**src/sv/pwm_pad_safe_handover_macros.svh**
```systemverilog
// assertion macros used by the pad handover core
`ifndef PWM_PAD_SAFE_HANDOVER_MACROS_SVH
`define PWM_PAD_SAFE_HANDOVER_MACROS_SVH

`ifndef SYNTHESIS
// property that must hold at every clock edge out of reset
`define PPHS_ASSERT(name, prop, msg) \
  name: assert property (@(posedge clk_i) disable iff (!rst_ni) (prop)) else $error(msg);
// antecedent in a cycle implies consequent in the next
`define PPHS_ASSERT_NEXT(name, ante, cons, msg) \
  name: assert property (@(posedge clk_i) disable iff (!rst_ni) (ante) |=> (cons)) \
    else $error(msg);
`else
`define PPHS_ASSERT(name, prop, msg)
`define PPHS_ASSERT_NEXT(name, ante, cons, msg)
`endif

`endif

```
**src/sv/pphs_pkg.sv**
```systemverilog
// types, codes and constants of the pad handover block
package pphs_pkg;

  // width of the elapsed and pulse width counters
  localparam int unsigned TIMER_BITS = 17;
  // width of the timeout limit registers
  localparam int unsigned LIMIT_BITS = 17;
  // width used for comparing counters against limits and bounds
  localparam int unsigned CMP_W = (TIMER_BITS > LIMIT_BITS) ? TIMER_BITS : LIMIT_BITS;
  // saturation value of the counters
  localparam logic [TIMER_BITS-1:0] TMAX = '1;
  // number of phase evaluations chained inside one tick
  localparam int unsigned STEPS = 3;

  // reset values of the configuration registers
  localparam logic [14:0] EXPECTED_RST = 15'd1500;
  localparam logic [9:0]  TOLERANCE_RST = 10'd120;
  localparam logic [LIMIT_BITS-1:0] VERIFY_RST = LIMIT_BITS'(60000);
  localparam logic [LIMIT_BITS-1:0] GAP_RST = LIMIT_BITS'(42000);

  typedef enum logic [2:0] {
    PH_IDLE        = 3'd0,
    PH_V_WAIT_LOW  = 3'd1,
    PH_V_WAIT_HIGH = 3'd2,
    PH_V_MEASURE   = 3'd3,
    PH_G_WAIT_HIGH = 3'd4,
    PH_G_WAIT_LOW  = 3'd5,
    PH_R_WAIT_LOW  = 3'd6
  } phase_e;

  typedef enum logic [1:0] {
    FAIL_OK          = 2'd0,
    FAIL_NO_SOURCE   = 2'd1,
    FAIL_WRONG_PULSE = 2'd2,
    FAIL_NO_GAP      = 2'd3
  } fail_e;

  typedef enum logic [1:0] {
    CMD_TICK    = 2'd0,
    CMD_CONNECT = 2'd1,
    CMD_RELEASE = 2'd2
  } cmd_e;

  typedef enum logic [1:0] {
    CFG_EXPECTED  = 2'd0,
    CFG_TOLERANCE = 2'd1,
    CFG_VERIFY    = 2'd2,
    CFG_GAP       = 2'd3
  } cfg_idx_e;

  typedef struct packed {
    logic [14:0]           expected_pulse_us;
    logic [9:0]            pulse_tolerance_us;
    logic [LIMIT_BITS-1:0] verify_timeout_us;
    logic [LIMIT_BITS-1:0] gap_limit_us;
  } cfg_t;

  typedef struct packed {
    logic [1:0] command;
    logic       verify_now;
    logic       fresh_gap;
    logic [2:0] channel;
    logic       ref_level;
    logic       pad_level;
  } item_t;

  // packed so that pad_routed lands in bit 0 of the output beat
  typedef struct packed {
    logic [1:0] fail_code;
    logic       done_res;
    logic       busy_res;
    logic [2:0] pad_channel;
    logic       pad_routed;
  } result_t;

  // handshake between the input stage and the core
  typedef struct packed {
    logic valid;
  } stage_ctl_t;

endpackage

```
**src/sv/pphs_cfg_regs.sv**
```systemverilog
// configuration register file of the pad handover block
module pphs_cfg_regs (
  input  logic              clk_i,
  input  logic              rst_ni,
  input  logic              cfg_valid_i,
  output logic              cfg_ready_o,
  input  logic [1:0]        cfg_index_i,
  input  logic [16:0]       cfg_data_i,
  output pphs_pkg::cfg_t    cfg_o
);

  pphs_pkg::cfg_t cfg_q, cfg_d;

  assign cfg_ready_o = 1'b1;

  // register write decode
  always_comb begin
    cfg_d = cfg_q;
    if (cfg_valid_i) begin
      case (pphs_pkg::cfg_idx_e'(cfg_index_i))
        pphs_pkg::CFG_EXPECTED:  cfg_d.expected_pulse_us = cfg_data_i[14:0];
        pphs_pkg::CFG_TOLERANCE: cfg_d.pulse_tolerance_us = cfg_data_i[9:0];
        pphs_pkg::CFG_VERIFY:
          cfg_d.verify_timeout_us = cfg_data_i[pphs_pkg::LIMIT_BITS-1:0];
        pphs_pkg::CFG_GAP:
          cfg_d.gap_limit_us = cfg_data_i[pphs_pkg::LIMIT_BITS-1:0];
        default: cfg_d = cfg_q;
      endcase
    end
  end

  always_ff @(posedge clk_i or negedge rst_ni) begin
    if (!rst_ni) begin
      cfg_q.expected_pulse_us  <= pphs_pkg::EXPECTED_RST;
      cfg_q.pulse_tolerance_us <= pphs_pkg::TOLERANCE_RST;
      cfg_q.verify_timeout_us  <= pphs_pkg::VERIFY_RST;
      cfg_q.gap_limit_us       <= pphs_pkg::GAP_RST;
    end else begin
      cfg_q <= cfg_d;
    end
  end

  assign cfg_o = cfg_q;

endmodule

```
**src/sv/pphs_in_stage.sv**
```systemverilog
// input register that holds one tick beat until the core takes it
module pphs_in_stage (
  input  logic                clk_i,
  input  logic                rst_ni,
  input  logic                s_axis_tvalid,
  output logic                s_axis_tready,
  input  logic [7:0]          s_axis_tdata,
  input  logic [1:0]          s_axis_tuser,
  input  logic                pop_i,
  output pphs_pkg::stage_ctl_t ctl_o,
  output pphs_pkg::item_t     item_o
);

  logic            valid_q, valid_d;
  pphs_pkg::item_t item_q, item_d;
  logic            take;

  // a beat is taken when the register is empty or drains this cycle
  assign s_axis_tready = !valid_q || pop_i;
  assign take = s_axis_tvalid && s_axis_tready;

  always_comb begin
    valid_d = valid_q;
    if (take) begin
      valid_d = 1'b1;
    end else if (pop_i) begin
      valid_d = 1'b0;
    end
  end

  // unpack the beat fields
  always_comb begin
    item_d            = item_q;
    if (take) begin
      item_d.command    = s_axis_tuser;
      item_d.verify_now = s_axis_tdata[0];
      item_d.fresh_gap  = s_axis_tdata[1];
      item_d.channel    = s_axis_tdata[4:2];
      item_d.ref_level  = s_axis_tdata[5];
      item_d.pad_level  = s_axis_tdata[6];
    end
  end

  always_ff @(posedge clk_i or negedge rst_ni) begin
    if (!rst_ni) begin
      valid_q <= 1'b0;
    end else begin
      valid_q <= valid_d;
    end
  end

  always_ff @(posedge clk_i) begin
    item_q <= item_d;
  end

  assign ctl_o.valid = valid_q;
  assign item_o      = item_q;

endmodule

```
**src/sv/pphs_core.sv**
```systemverilog
// handover sequencer: phase state, counters, routing and result register
`include "pwm_pad_safe_handover_macros.svh"

module pphs_core (
  input  logic                 clk_i,
  input  logic                 rst_ni,
  input  pphs_pkg::cfg_t       cfg_i,
  input  pphs_pkg::stage_ctl_t ctl_i,
  input  pphs_pkg::item_t      item_i,
  output logic                 pop_o,
  output logic                 m_axis_tvalid,
  input  logic                 m_axis_tready,
  output pphs_pkg::result_t    res_o
);

  localparam int unsigned TB = pphs_pkg::TIMER_BITS;
  localparam int unsigned CW = pphs_pkg::CMP_W;

  pphs_pkg::phase_e  phase_q, phase_d;
  logic [TB-1:0]     elapsed_q, elapsed_d;
  logic [TB-1:0]     width_q, width_d;
  logic              fresh_q, fresh_d;
  logic [2:0]        pend_q, pend_d;
  logic              routed_q, routed_d;
  logic [2:0]        rchan_q, rchan_d;
  pphs_pkg::fail_e   fail_q, fail_d;
  logic              done_d;
  logic              out_valid_q;
  pphs_pkg::result_t res_q, res_d;
  logic [14:0]       lo_bound;
  logic [15:0]       hi_bound;

  // the core advances when an item waits and the result slot is free or drains this cycle
  assign pop_o = ctl_i.valid && (!out_valid_q || m_axis_tready);

  // pulse width window, lower bound clamped at zero
  always_comb begin
    lo_bound = (cfg_i.expected_pulse_us > 15'(cfg_i.pulse_tolerance_us))
             ? cfg_i.expected_pulse_us - 15'(cfg_i.pulse_tolerance_us) : 15'd0;
    hi_bound = 16'(cfg_i.expected_pulse_us) + 16'(cfg_i.pulse_tolerance_us);
  end

  // one tick: command start or counter advance, then up to three chained phase evaluations
  always_comb begin
    logic more;
    logic fin;
    logic to_v;
    logic to_g;
    pphs_pkg::fail_e f;

    phase_d   = phase_q;
    elapsed_d = elapsed_q;
    width_d   = width_q;
    fresh_d   = fresh_q;
    pend_d    = pend_q;
    routed_d  = routed_q;
    rchan_d   = rchan_q;
    fail_d    = fail_q;
    done_d    = 1'b0;
    more      = 1'b1;
    fin       = 1'b0;
    to_v      = 1'b0;
    to_g      = 1'b0;
    f         = pphs_pkg::FAIL_OK;

    // command decode or counter advance
    if (phase_q != pphs_pkg::PH_IDLE) begin
      elapsed_d = (elapsed_q == pphs_pkg::TMAX) ? elapsed_q : elapsed_q + 1'b1;
    end else if (item_i.command == pphs_pkg::CMD_CONNECT) begin
      fail_d    = pphs_pkg::FAIL_OK;
      pend_d    = item_i.channel;
      fresh_d   = item_i.fresh_gap;
      elapsed_d = '0;
      width_d   = '0;
      if (item_i.verify_now) begin
        phase_d = pphs_pkg::PH_V_WAIT_LOW;
      end else begin
        phase_d = item_i.fresh_gap ? pphs_pkg::PH_G_WAIT_HIGH : pphs_pkg::PH_G_WAIT_LOW;
      end
    end else if (item_i.command == pphs_pkg::CMD_RELEASE) begin
      fail_d    = pphs_pkg::FAIL_OK;
      elapsed_d = '0;
      phase_d   = pphs_pkg::PH_R_WAIT_LOW;
    end

    // stages that complete on the same sample
    for (int i = 0; i < pphs_pkg::STEPS; i++) begin
      if (more) begin
        more = 1'b0;
        fin  = 1'b0;
        f    = pphs_pkg::FAIL_OK;
        to_v = (CW'(elapsed_d) > CW'(cfg_i.verify_timeout_us))
            || (elapsed_d == pphs_pkg::TMAX);
        to_g = (CW'(elapsed_d) > CW'(cfg_i.gap_limit_us))
            || (elapsed_d == pphs_pkg::TMAX);
        case (phase_d)
          pphs_pkg::PH_V_WAIT_LOW: begin
            if (item_i.ref_level) begin
              if (to_v) begin
                f   = pphs_pkg::FAIL_NO_SOURCE;
                fin = 1'b1;
              end
            end else begin
              phase_d = pphs_pkg::PH_V_WAIT_HIGH;
              more    = 1'b1;
            end
          end
          pphs_pkg::PH_V_WAIT_HIGH: begin
            if (!item_i.ref_level) begin
              if (to_v) begin
                f   = pphs_pkg::FAIL_NO_SOURCE;
                fin = 1'b1;
              end
            end else begin
              width_d = '0;
              phase_d = pphs_pkg::PH_V_MEASURE;
              more    = 1'b1;
            end
          end
          pphs_pkg::PH_V_MEASURE: begin
            if (item_i.ref_level) begin
              width_d = (width_d == pphs_pkg::TMAX) ? width_d : width_d + 1'b1;
              if (to_v) begin
                f   = pphs_pkg::FAIL_NO_SOURCE;
                fin = 1'b1;
              end
            end else if ((CW'(width_d) < CW'(lo_bound)) || (CW'(width_d) > CW'(hi_bound)))
            begin
              f   = pphs_pkg::FAIL_WRONG_PULSE;
              fin = 1'b1;
            end else begin
              elapsed_d = '0;
              phase_d   = fresh_d ? pphs_pkg::PH_G_WAIT_HIGH : pphs_pkg::PH_G_WAIT_LOW;
              more      = 1'b1;
            end
          end
          pphs_pkg::PH_G_WAIT_HIGH: begin
            if (!item_i.ref_level) begin
              if (to_g) begin
                f   = pphs_pkg::FAIL_NO_GAP;
                fin = 1'b1;
              end
            end else begin
              phase_d = pphs_pkg::PH_G_WAIT_LOW;
              more    = 1'b1;
            end
          end
          pphs_pkg::PH_G_WAIT_LOW: begin
            if (item_i.ref_level) begin
              if (to_g) begin
                f   = pphs_pkg::FAIL_NO_GAP;
                fin = 1'b1;
              end
            end else begin
              routed_d = 1'b1;
              rchan_d  = pend_d;
              fin      = 1'b1;
            end
          end
          pphs_pkg::PH_R_WAIT_LOW: begin
            if (item_i.pad_level) begin
              if (to_g) begin
                f   = pphs_pkg::FAIL_NO_GAP;
                fin = 1'b1;
              end
            end else begin
              routed_d = 1'b0;
              rchan_d  = 3'd0;
              fin      = 1'b1;
            end
          end
          default: phase_d = pphs_pkg::PH_IDLE;
        endcase
        if (fin) begin
          fail_d  = f;
          phase_d = pphs_pkg::PH_IDLE;
          done_d  = 1'b1;
        end
      end
    end
  end

  // result of the tick, state after the tick
  always_comb begin
    res_d.pad_routed  = routed_d;
    res_d.pad_channel = routed_d ? rchan_d : 3'd0;
    res_d.busy_res    = (phase_d != pphs_pkg::PH_IDLE);
    res_d.done_res    = done_d;
    res_d.fail_code   = fail_d;
  end

  // state registers, updated once per consumed tick
  always_ff @(posedge clk_i or negedge rst_ni) begin
    if (!rst_ni) begin
      phase_q   <= pphs_pkg::PH_IDLE;
      elapsed_q <= '0;
      width_q   <= '0;
      fresh_q   <= 1'b0;
      pend_q    <= 3'd0;
      routed_q  <= 1'b0;
      rchan_q   <= 3'd0;
      fail_q    <= pphs_pkg::FAIL_OK;
    end else if (pop_o) begin
      phase_q   <= phase_d;
      elapsed_q <= elapsed_d;
      width_q   <= width_d;
      fresh_q   <= fresh_d;
      pend_q    <= pend_d;
      routed_q  <= routed_d;
      rchan_q   <= rchan_d;
      fail_q    <= fail_d;
    end
  end

  // result register valid flag
  always_ff @(posedge clk_i or negedge rst_ni) begin
    if (!rst_ni) begin
      out_valid_q <= 1'b0;
    end else if (pop_o) begin
      out_valid_q <= 1'b1;
    end else if (m_axis_tready) begin
      out_valid_q <= 1'b0;
    end
  end

  // result payload
  always_ff @(posedge clk_i) begin
    if (pop_o) begin
      res_q <= res_d;
    end
  end

  assign m_axis_tvalid = out_valid_q;
  assign res_o         = res_q;

  // checks
  `PPHS_ASSERT(a_done_not_busy, !(out_valid_q && res_q.done_res && res_q.busy_res), "done result still busy")
  `PPHS_ASSERT(a_unrouted_chan_zero, routed_q || (rchan_q == 3'd0), "channel kept while unrouted")
  `PPHS_ASSERT_NEXT(a_idle_tick_stays, pop_o && (phase_q == pphs_pkg::PH_IDLE) && (item_i.command != pphs_pkg::CMD_CONNECT) && (item_i.command != pphs_pkg::CMD_RELEASE), phase_q == pphs_pkg::PH_IDLE, "idle left without command")
  `PPHS_ASSERT_NEXT(a_state_holds, !pop_o, $stable(phase_q) && $stable(elapsed_q) && $stable(routed_q), "state moved without a tick")

endmodule

```
**src/sv/pwm_pad_safe_handover.sv**
```systemverilog
// a tick beat is held in the input register, its result beat in the result register
// throughput: one tick beat per cycle while results are taken; up to three phase evaluations chain in one pass
// a stalled result register holds the input register; ready passes back in the same cycle
// reset: rst_ni low clears phase, counters, routing and fail code, loads default limits
// top level of the pwm pad handover sequencer
module pwm_pad_safe_handover (
  input  logic        clk_i,
  input  logic        rst_ni,
  input  logic        s_axis_tvalid,
  output logic        s_axis_tready,
  // verify_now, fresh_gap, channel[2:0], ref_level, pad_level, zero pad bit
  input  logic [7:0]  s_axis_tdata,
  // command[1:0]
  input  logic [1:0]  s_axis_tuser,
  output logic        m_axis_tvalid,
  input  logic        m_axis_tready,
  // pad_routed, pad_channel[2:0], busy_res, done_res, fail_code[1:0]
  output logic [7:0]  m_axis_tdata,
  input  logic        cfg_valid_i,
  output logic        cfg_ready_o,
  input  logic [1:0]  cfg_index_i,
  input  logic [16:0] cfg_data_i
);

  pphs_pkg::cfg_t       cfg;
  pphs_pkg::stage_ctl_t ctl;
  pphs_pkg::item_t      item;
  pphs_pkg::result_t    res;
  logic                 pop;

  // configuration registers
  pphs_cfg_regs u_cfg (
    .clk_i       (clk_i),
    .rst_ni      (rst_ni),
    .cfg_valid_i (cfg_valid_i),
    .cfg_ready_o (cfg_ready_o),
    .cfg_index_i (cfg_index_i),
    .cfg_data_i  (cfg_data_i),
    .cfg_o       (cfg)
  );

  // input register
  pphs_in_stage u_in (
    .clk_i         (clk_i),
    .rst_ni        (rst_ni),
    .s_axis_tvalid (s_axis_tvalid),
    .s_axis_tready (s_axis_tready),
    .s_axis_tdata  (s_axis_tdata),
    .s_axis_tuser  (s_axis_tuser),
    .pop_i         (pop),
    .ctl_o         (ctl),
    .item_o        (item)
  );

  // sequencer and result register
  pphs_core u_core (
    .clk_i         (clk_i),
    .rst_ni        (rst_ni),
    .cfg_i         (cfg),
    .ctl_i         (ctl),
    .item_i        (item),
    .pop_o         (pop),
    .m_axis_tvalid (m_axis_tvalid),
    .m_axis_tready (m_axis_tready),
    .res_o         (res)
  );

  assign m_axis_tdata = res;

endmodule
```
**config.mk**
```make
export PLATFORM = sky130hd
export DESIGN_NAME = pwm_pad_safe_handover
export DESIGN_NICKNAME = d
export VERILOG_FILES = /design/src/sv/pphs_pkg.sv /design/src/sv/pphs_cfg_regs.sv /design/src/sv/pphs_in_stage.sv /design/src/sv/pphs_core.sv /design/src/sv/pwm_pad_safe_handover.sv
export VERILOG_INCLUDE_DIRS = /design/src /design/src/sv
export SDC_FILE = /design/constraint.sdc
export NUM_CORES = 1
export LEC_CHECK = 0
export BUFFER_PORTS_ARGS = -buffer_cell sky130_fd_sc_hd__buf_2
export CAP_MARGIN = 20
export CORE_UTILIZATION = 45
export DETAILED_ROUTE_END_ITERATION = 8
export PLACE_DENSITY_LB_ADDON = 0.2
export SLEW_MARGIN = 5
export SYNTH_ARGS = -nofsm -noshare
export SYNTH_HDL_FRONTEND = slang
export SYNTH_SLANG_ARGS = --single-unit
```
**constraint.sdc**
```tcl
create_clock -name clk_i -period 6.91 [get_ports clk_i]
set_input_delay 0 -clock clk_i [delete_from_list [all_inputs] [get_ports clk_i]]
set_output_delay 0 -clock clk_i [all_outputs]
set_load 0.01 [all_outputs]
```
### After elaboration in Yosys (flattened, before gate mapping)

Index checks and enable logic that the tools add are counted.

| storage, ports and cells | value |
|---|---|
| register bits after elaboration | 125 |
| latch bits | 0 |
| bits in writable memories | 0 |
| ROM bits | 0 |
| bits of input ports | 34 |
| output and inout bits | 11 |
| memories kept | 0 |

| operators by class | value |
|---|---|
| add/subtract/negate cells | 6 |
| $mul | 0 |
| div/mod/pow operators | 0 |
| $lt $le $gt $ge | 13 |
| equality and inequality tests | 30 |
| shifts and indexed selects | 0 |
| muxes and demuxes | 175 |
| bitwise logic cells | 0 |
| reduce and logical (&&, ||, !) cells | 29 |

Operator list:

| cell | number |
|---|---|
| $mux 17 | 28 |
| $eq 17x17->1 const B | 7 |
| $gt 17x17->1 | 6 |
| $mux 3 | 34 |
| $pmux 17 s2 | 3 |
| $add 17x1->17 const B | 4 |
| $mux 2 | 31 |
| $mux 1 | 61 |
| $gt 17x16->1 | 3 |
| $lt 17x15->1 | 3 |
| $pmux 3 s5 | 3 |
| $pmux 2 s6 | 3 |
| $eq 3x3->1 const B | 9 |
| $eq 3x2->1 const B | 6 |
| $pmux 1 s6 | 3 |
| $pmux 3 s2 | 3 |
| $add 15x10->16 | 1 |
| $gt 15x10->1 | 1 |
| $mux 15 | 1 |
| $sub 15x10->15 | 1 |
| $logic_or 1x1->1 | 11 |
| $reduce_or 2->1 | 5 |
| $eq 3x1->1 const B | 3 |
| $reduce_and 2->1 | 4 |
| 9 further kinds | 19 |

### Logic depth before layout (Yosys ltp)

| depth | value |
|---|---|
| depth in word-level cells | 22 |
| gate-level depth with buffers | 33 |
| gate-level depth less buffers | 31 |

### Modules after synthesis

A second synthesis with hierarchy kept.

| unflattened totals | value |
|---|---|
| cells, all modules | 1212 |
| area, all modules | 10493.8 µm² |

Modules (own cells, without submodules):

| module | instances | cells each | area each (µm²) | seq. area each (µm²) |
|---|---|---|---|---|
| pphs_core | 1 | 1071 | 7905.1 | 1441.4 |
| pphs_cfg_regs | 1 | 128 | 2264.7 | 1503.9 |
| pphs_in_stage | 1 | 13 | 324.1 | 295.3 |

### Worst setup path after synthesis

No wires, ideal clock.

| timing | value |
|---|---|
| path type | register -> register |
| from | register u_cfg.cfg_q, in the netlist u_cfg.cfg_o[44] |
| to | register u_core.res_q, in the netlist u_core.res_o[5], data pin |
| arrival | 6.935 ns |
| data required time | 6.651 ns |
| path slack | -0.284 ns |
| stages on the path, launching flop included | 34 |
| path buffers | 3 |
| clock period less this slack | 7.194 ns |
| cell sequence | dfrtp_1 -> inv_1 -> ha_1 -> inv_1 -> fa_1 -> a21o_1 -> a21oi_1 -> o21bai_1 -> a21oi_1 -> o21bai_1 -> a211o_1 -> a2111oi_0 -> nand2_1 -> mux2_2 -> ha_1 -> nand4_1 -> nor4_1 -> nand2_1 -> a211oi_1 -> o211ai_1 -> nor3_1 -> clkbuf_1 -> clkbuf_1 -> a21oi_1 -> ha_1 -> and4_1 -> nand2_1 -> o21bai_1 -> a31oi_1 -> a2111oi_0 -> o32ai_2 -> a22o_1 -> buf_6 -> or2_1 |

| between the ends | value |
|---|---|
| cells in the longest elaborated chain, start to end | 20 |

RTL lines:

| what | line | text |
|---|---|---|
| from (decl) | pphs_cfg_regs.sv:12 | `pphs_pkg::cfg_t cfg_q, cfg_d;` |
| from (signal assigned) | pphs_cfg_regs.sv:39 | `cfg_q <= cfg_d;` |
| $sub 15x10->15 / $gt 15x10->1 (equally long branches) | pphs_core.sv:39, pphs_core.sv:38 |  |
| $mux 15 | pphs_core.sv:39 | `? cfg_i.expected_pulse_us - 15'(cfg_i.pulse_tolerance_us) : 15'd0;` |
| $lt 17x15->1 | pphs_core.sv:127 | `end else if ((CW'(width_d) < CW'(lo_bound)) \|\| (CW'(width_d) > CW'(hi_bound)))` |
| $logic_or 1x1->1 | pphs_core.sv:127 |  |
| $mux 17 | pphs_core.sv:127 |  |
| $mux 17 | pphs_core.sv:121 | `if (item_i.ref_level) begin` |
| $mux 17 | pphs_core.sv:96 | `case (phase_d)` |
| $gt 17x17->1 (tied with other cells) | pphs_core.sv:94 | `to_g = (CW'(elapsed_d) > CW'(cfg_i.gap_limit_us))` |
| [5 not listed] | -- |  |
| $mux 3 | pphs_core.sv:174 | `if (fin) begin` |
| $mux 3 | pphs_core.sv:88 | `if (more) begin` |
| $eq 3x3->1 (tied with other cells) | pphs_core.sv:96 |  |
| $pmux 1 s6 | pphs_core.sv:96 |  |
| $mux 1 | pphs_core.sv:88 |  |
| $mux 1 | pphs_core.sv:174 |  |
| $mux 1 * | pphs_core.sv:88 |  |
| named net u_core.done_d | pphs_core.sv:27 | `logic done_d;` |
| to (signal assigned) | pphs_core.sv:229 | `res_q <= res_d;` |
| to (decl) | pphs_core.sv:29 | `pphs_pkg::result_t res_q, res_d;` |

Mark *: on every way through the listed nets, which the timed path passes. The rest lies on a longest branch. The select of a mux whose other input is x is not followed.
A chain may end at the register's enable or synchronous reset.

### Final worst setup path

Same ends and word-level chain as after synthesis.

==> flow_results.org <==
** Logic synthesis
- Prevailing post-synth register cell :: sky130_fd_sc_hd__dfrtp_1
- Instance count of the mapped netlist :: roughly 1,200
- Summing the sequential cell areas from Yosys gives 30.6% of the chip area.
- Synthesis inferred 125 register bits.
- Mean instance size in the synthesized netlist :: roughly 8.6 µm²
- After synthesis, the netlist uses 91 different library cells.
- In the synthesized netlist the async set-or-reset flop fraction comes to 86.4%.
- Mapped cell area :: 10,600 µm²
- For this run, the number of Yosys warnings is 0.
- Synthesis produced a netlist with a net count of 1,382.
- Yosys mapped a number of flops with a built-in enable equal to 17.

** Finish
- The post-route netlist has approximately 20% of its cells at a drive strength greater than 1.
- Leading cell types in the layout, fill and taps excluded :: 167 x sky130_fd_sc_hd__nand2_1, 114 x sky130_fd_sc_hd__ha_1, 86 x sky130_fd_sc_hd__dfrtp_1, 79 x sky130_fd_sc_hd__inv_1, 70 x sky130_fd_sc_hd__nor2_1
- In the final design database the tool counted 1,472 nets.
- Final Cell Area :: 12,500 µm²
- Most common cell after layout, fill and taps aside :: sky130_fd_sc_hd__nand2_1
- Signed area change from the synthesized netlist to the final layout :: 17.8%
- Fillers :: 2,177
- The finished layout holds 1,641 standard cells, fillers aside.
- The number of antenna diodes in the final layout is 0.

** Placement
- The congestion estimate from routability-driven global placement came to 0.959.
- Cell area after placement :: 11,300 µm²
- Counting tap cells, the placed design contains a total of 1,572 instances.
- Summed over all nets, the half-perimeter wirelength after detailed placement is 23,100 µm.
- The count of buffers added on input and output ports is 42.

** Die
- Num ports :: 45
- Die footprint :: 24,100 µm²
- The initialized floorplan defines 55 standard-cell rows.
- For this configuration, the core starts out at a cell density of 46.3%.
- The core region is 22,800 µm².
- Width of the die :: 155 µm
- Height of the chip :: 155 µm

** Status
- The run finished with clean final reports.

** Clocking
- Count of clock tree sinks :: around 130
- CTS buffer count :: 17
- The tree is rooted in a sky130_fd_sc_hd__clkbuf_16.
- Clock latency on the worst-skew pair, taken at its later pin, is 430 ps.
- TritonCTS clock tree :: built
- The clock passes through at most 2 buffers.
- Clock-pin slew was measured on the worst setup and hold paths at 60 ps.
- The H-tree generated during clock tree synthesis spans 4 levels.

** Detailed routing
- Wire length per cell :: 18.4 µm
- The detailed router placed 9,653 vias in this run.
- In this run, the number of DRC markers left after iteration 0 of detailed routing was 564.
- For this run, design rule violations remaining after detail routing come to 0.
- Once detail routing completed, the nets flagged for antenna violations numbered 0.
- Number of detailed-route iterations in the first pass :: 5
- Drt via density :: 5.88
- Wires add up to 30,100 µm.

** Timing
- The smallest clock period supported by the final layout is computed as between 6000 and 7000 ps.
- For this run, the top clock speed supported by timing is roughly 0.15 GHz.
- Worst Hold Margin :: 99.7 ps
- Across the routed clock network, the largest skew measured is 10.9 ps.
- The number of max-slew violations in the final report was 0.
- Setup violations remaining at the end of the flow were counted as 0.
- The number of endpoints with negative hold slack in the final report was 0.
- Transition time at the pin with the least slew margin :: 1080 ps
- Measured against its own limit, the worst slew margin works out to 27.3%.
- Unrepaired setup endpoints after global routing :: true
- Part of the cycle the worst path needs :: between 90% and 100%

** Critical path
- The critical path is of the flop to flop type.
- Library cell contributing the largest single delay on the critical path :: sky130_fd_sc_hd__dfrtp_1
- Required time of the worst setup path :: 7080 ps
- The largest single stage delay on the critical path is 390 ps.
- Critical Path Sink Type :: flop
- The worst setup path is launched from a flop.
- Arrival time reported for the critical path endpoint :: just under 7000 ps
- In this run the worst path has a maximum fanout of 8.

** Global routing
- The number of antenna violations at the first check in global routing was 0.
- Maximum number of pins on one net before global-route repair :: 72
- Global-route wire length before repair :: 48,800 µm
- For met2 alone, demand over resource in global routing was 40.7%.
- Vias in the first global route :: 9,074
- Across every metal layer, demand over resource in global routing totals 25.7%.
- For met1 alone, demand over resource in global routing was around 37%.
- Global routing finished with a remaining overflow of 0.
- GRT Max-Usage Layer :: met2
- M3 GR Usage :: 3.40%

** Hold path
- Class of the most critical hold timing path :: input port to async pin

** Power
- Summed over all cells, the static leakage comes to 5.71 nW.
- Max rail drop VDD :: 0.153 mV
- PD cells :: about 300 nW/µm²

** Run
- MaxCap Viol Count :: 0
==> Yosys cell counts, types with 5 or more instances <==
cell type	count	share of area, %
sky130_fd_sc_hd__nand3_1	44	2.1
sky130_fd_sc_hd__mux2_2	60	6.4
sky130_fd_sc_hd__nand4_1	32	1.9
sky130_fd_sc_hd__a211oi_1	16	1.1
sky130_fd_sc_hd__nand2_1	169	6.0
sky130_fd_sc_hd__o2bb2ai_1	7	0.58
sky130_fd_sc_hd__o21bai_1	10	0.71
sky130_fd_sc_hd__a21oi_1	51	2.4
sky130_fd_sc_hd__mux2i_1	9	0.85
sky130_fd_sc_hd__a21o_1	17	1.2
sky130_fd_sc_hd__xnor2_1	17	1.4
sky130_fd_sc_hd__o311ai_0	5	0.41
sky130_fd_sc_hd__clkbuf_1	43	1.5
sky130_fd_sc_hd__nor4_1	14	0.83
sky130_fd_sc_hd__o22ai_1	8	0.47
sky130_fd_sc_hd__dfrtp_1	86	20
sky130_fd_sc_hd__or4_1	8	0.57
sky130_fd_sc_hd__o2111ai_1	6	0.50
sky130_fd_sc_hd__edfxtp_1	17	4.8
sky130_fd_sc_hd__nor2b_1	10	0.59
sky130_fd_sc_hd__and4_1	8	0.66
sky130_fd_sc_hd__nor3_1	24	1.1
sky130_fd_sc_hd__inv_1	81	2.9
sky130_fd_sc_hd__o21a_1	10	0.71
sky130_fd_sc_hd__dfstp_2	22	5.5
sky130_fd_sc_hd__and2_1	27	1.6
sky130_fd_sc_hd__buf_2	7	0.33
sky130_fd_sc_hd__ha_1	121	14
sky130_fd_sc_hd__nor3b_1	7	0.50
sky130_fd_sc_hd__nand2b_1	12	0.71
sky130_fd_sc_hd__o31a_1	6	0.50
sky130_fd_sc_hd__nor2_1	74	2.6
sky130_fd_sc_hd__or3_1	10	0.59
sky130_fd_sc_hd__o211ai_1	11	0.78
sky130_fd_sc_hd__o21ai_0	67	3.2
sky130_fd_sc_hd__a31oi_1	13	0.77
sky130_fd_sc_hd__and3_1	7	0.41
==> sequential cells by signal, summed over array words and instances (netlist names), 2 cells and up <==
register / flops
u_cfg.cfg_o: 59
u_core.elapsed_q: 17
u_core.fail_q: 2
u_core.pend_q: 3
u_core.phase_q: 3
u_core.rchan_q: 3
u_core.res_o: 8
u_core.width_q: 17
u_in.item_o: 9
==> layer usage <==
metal	up-vias	wire, µm
li1	4674	-
met1	4631	14500
met2	311	13600
met3	37	1700
met4	0	409
met5	-	0
==> layout make-up <==
class | instances | area, µm² | share of cell area [%]
flip-flops and latches | 125 | 3240 | 26.0
multi-input cells | 963 | 7030 | 56.4
clock buffers | 20 | 468 | 3.75
repair buffers | 126 | 933 | 7.48
well taps | 313 | 392 | 3.14
inverters | 82 | 308 | 2.47
clock inverters | 12 | 100 | 0.803
==> power by group <==
part           total, mW  leakage (nW)  internal, mW  switching (mW)
Clock              0.876         0.274         0.500           0.377
Combinational       1.78          3.95         0.751            1.03
Sequential          1.04          1.49         0.909           0.130
==> worst max-delay path, delay by kind of cell, from the launching register on <==
| kind | cells | cell delay (ps) |
|---|---|---|
| and+or+nand+nor | 12 | 2150 |
| AOI/OAI and AO/OA | 11 | 2050 |
| adders and majority gates | 4 | 990 |
| buffers and inverters | 5 | 610 |
| DFF | 1 | 390 |
| muxes | 1 | 290 |
==> logic make-up (layout without fill, tap and decap cells) <==
family	Yosys count	in the layout	synth area share [%]
buffers and inverters	137	240	5.13
flip-flops	125	125	30.6
other	1	1	0.0354
adder cells (fa/ha/maj)	123	123	14.7
multiplexers	69	69	7.23
AND/OR/NAND/NOR	476	476	22.9
AO/OA/AOI/OAI	273	273	17.6
XOR/XNOR	21	21	1.74
==> worst paths after layout <==
kind                                  startpoint                   end  slack [ps]  cells after the start
worst min register to register  u_core.pend_q[1]      u_core.pend_q[1]         480                      2
worst max register to register   u_cfg.cfg_o[44]       u_core.res_o[5]         170                     33
worst min-delay path                      rst_ni  u_core.m_axis_tvalid         100                      2
min in group clk_i                cfg_index_i[0]       u_cfg.cfg_o[54]         130                      5
worst max-delay path             u_cfg.cfg_o[44]       u_core.res_o[5]         170                     33
max in group asynchronous                 rst_ni       u_cfg.cfg_o[53]        5450                      3
==> metrics by stage <==
| step | TNS, ps | setup slack [ps] | utilization, % | power [mW] |
|---|---|---|---|---|
| after CTS | 0 | 15.7 | 53.6 | 3.64 |
| after global routing | -1020 | -190 | 54.6 | 3.98 |
| after global placement | -983 | -188 | 49.6 | 2.69 |
| after detailed placement | -2860 | -393 | 49.6 | 2.72 |
| after floorplan | 0 | 5.97 | - | 2.21 |
| final | 0 | 167 | 54.6 | 3.69 |
==> what timing repair did <==
action	CTS	global route
hold endpoints to repair	107	0
gates resized for setup	11	35
setup endpoints to repair	9	9
hold buffers	30	0
pin swaps	4	9
buffers inserted	1	6
Power figures use the tool's default switching activity.
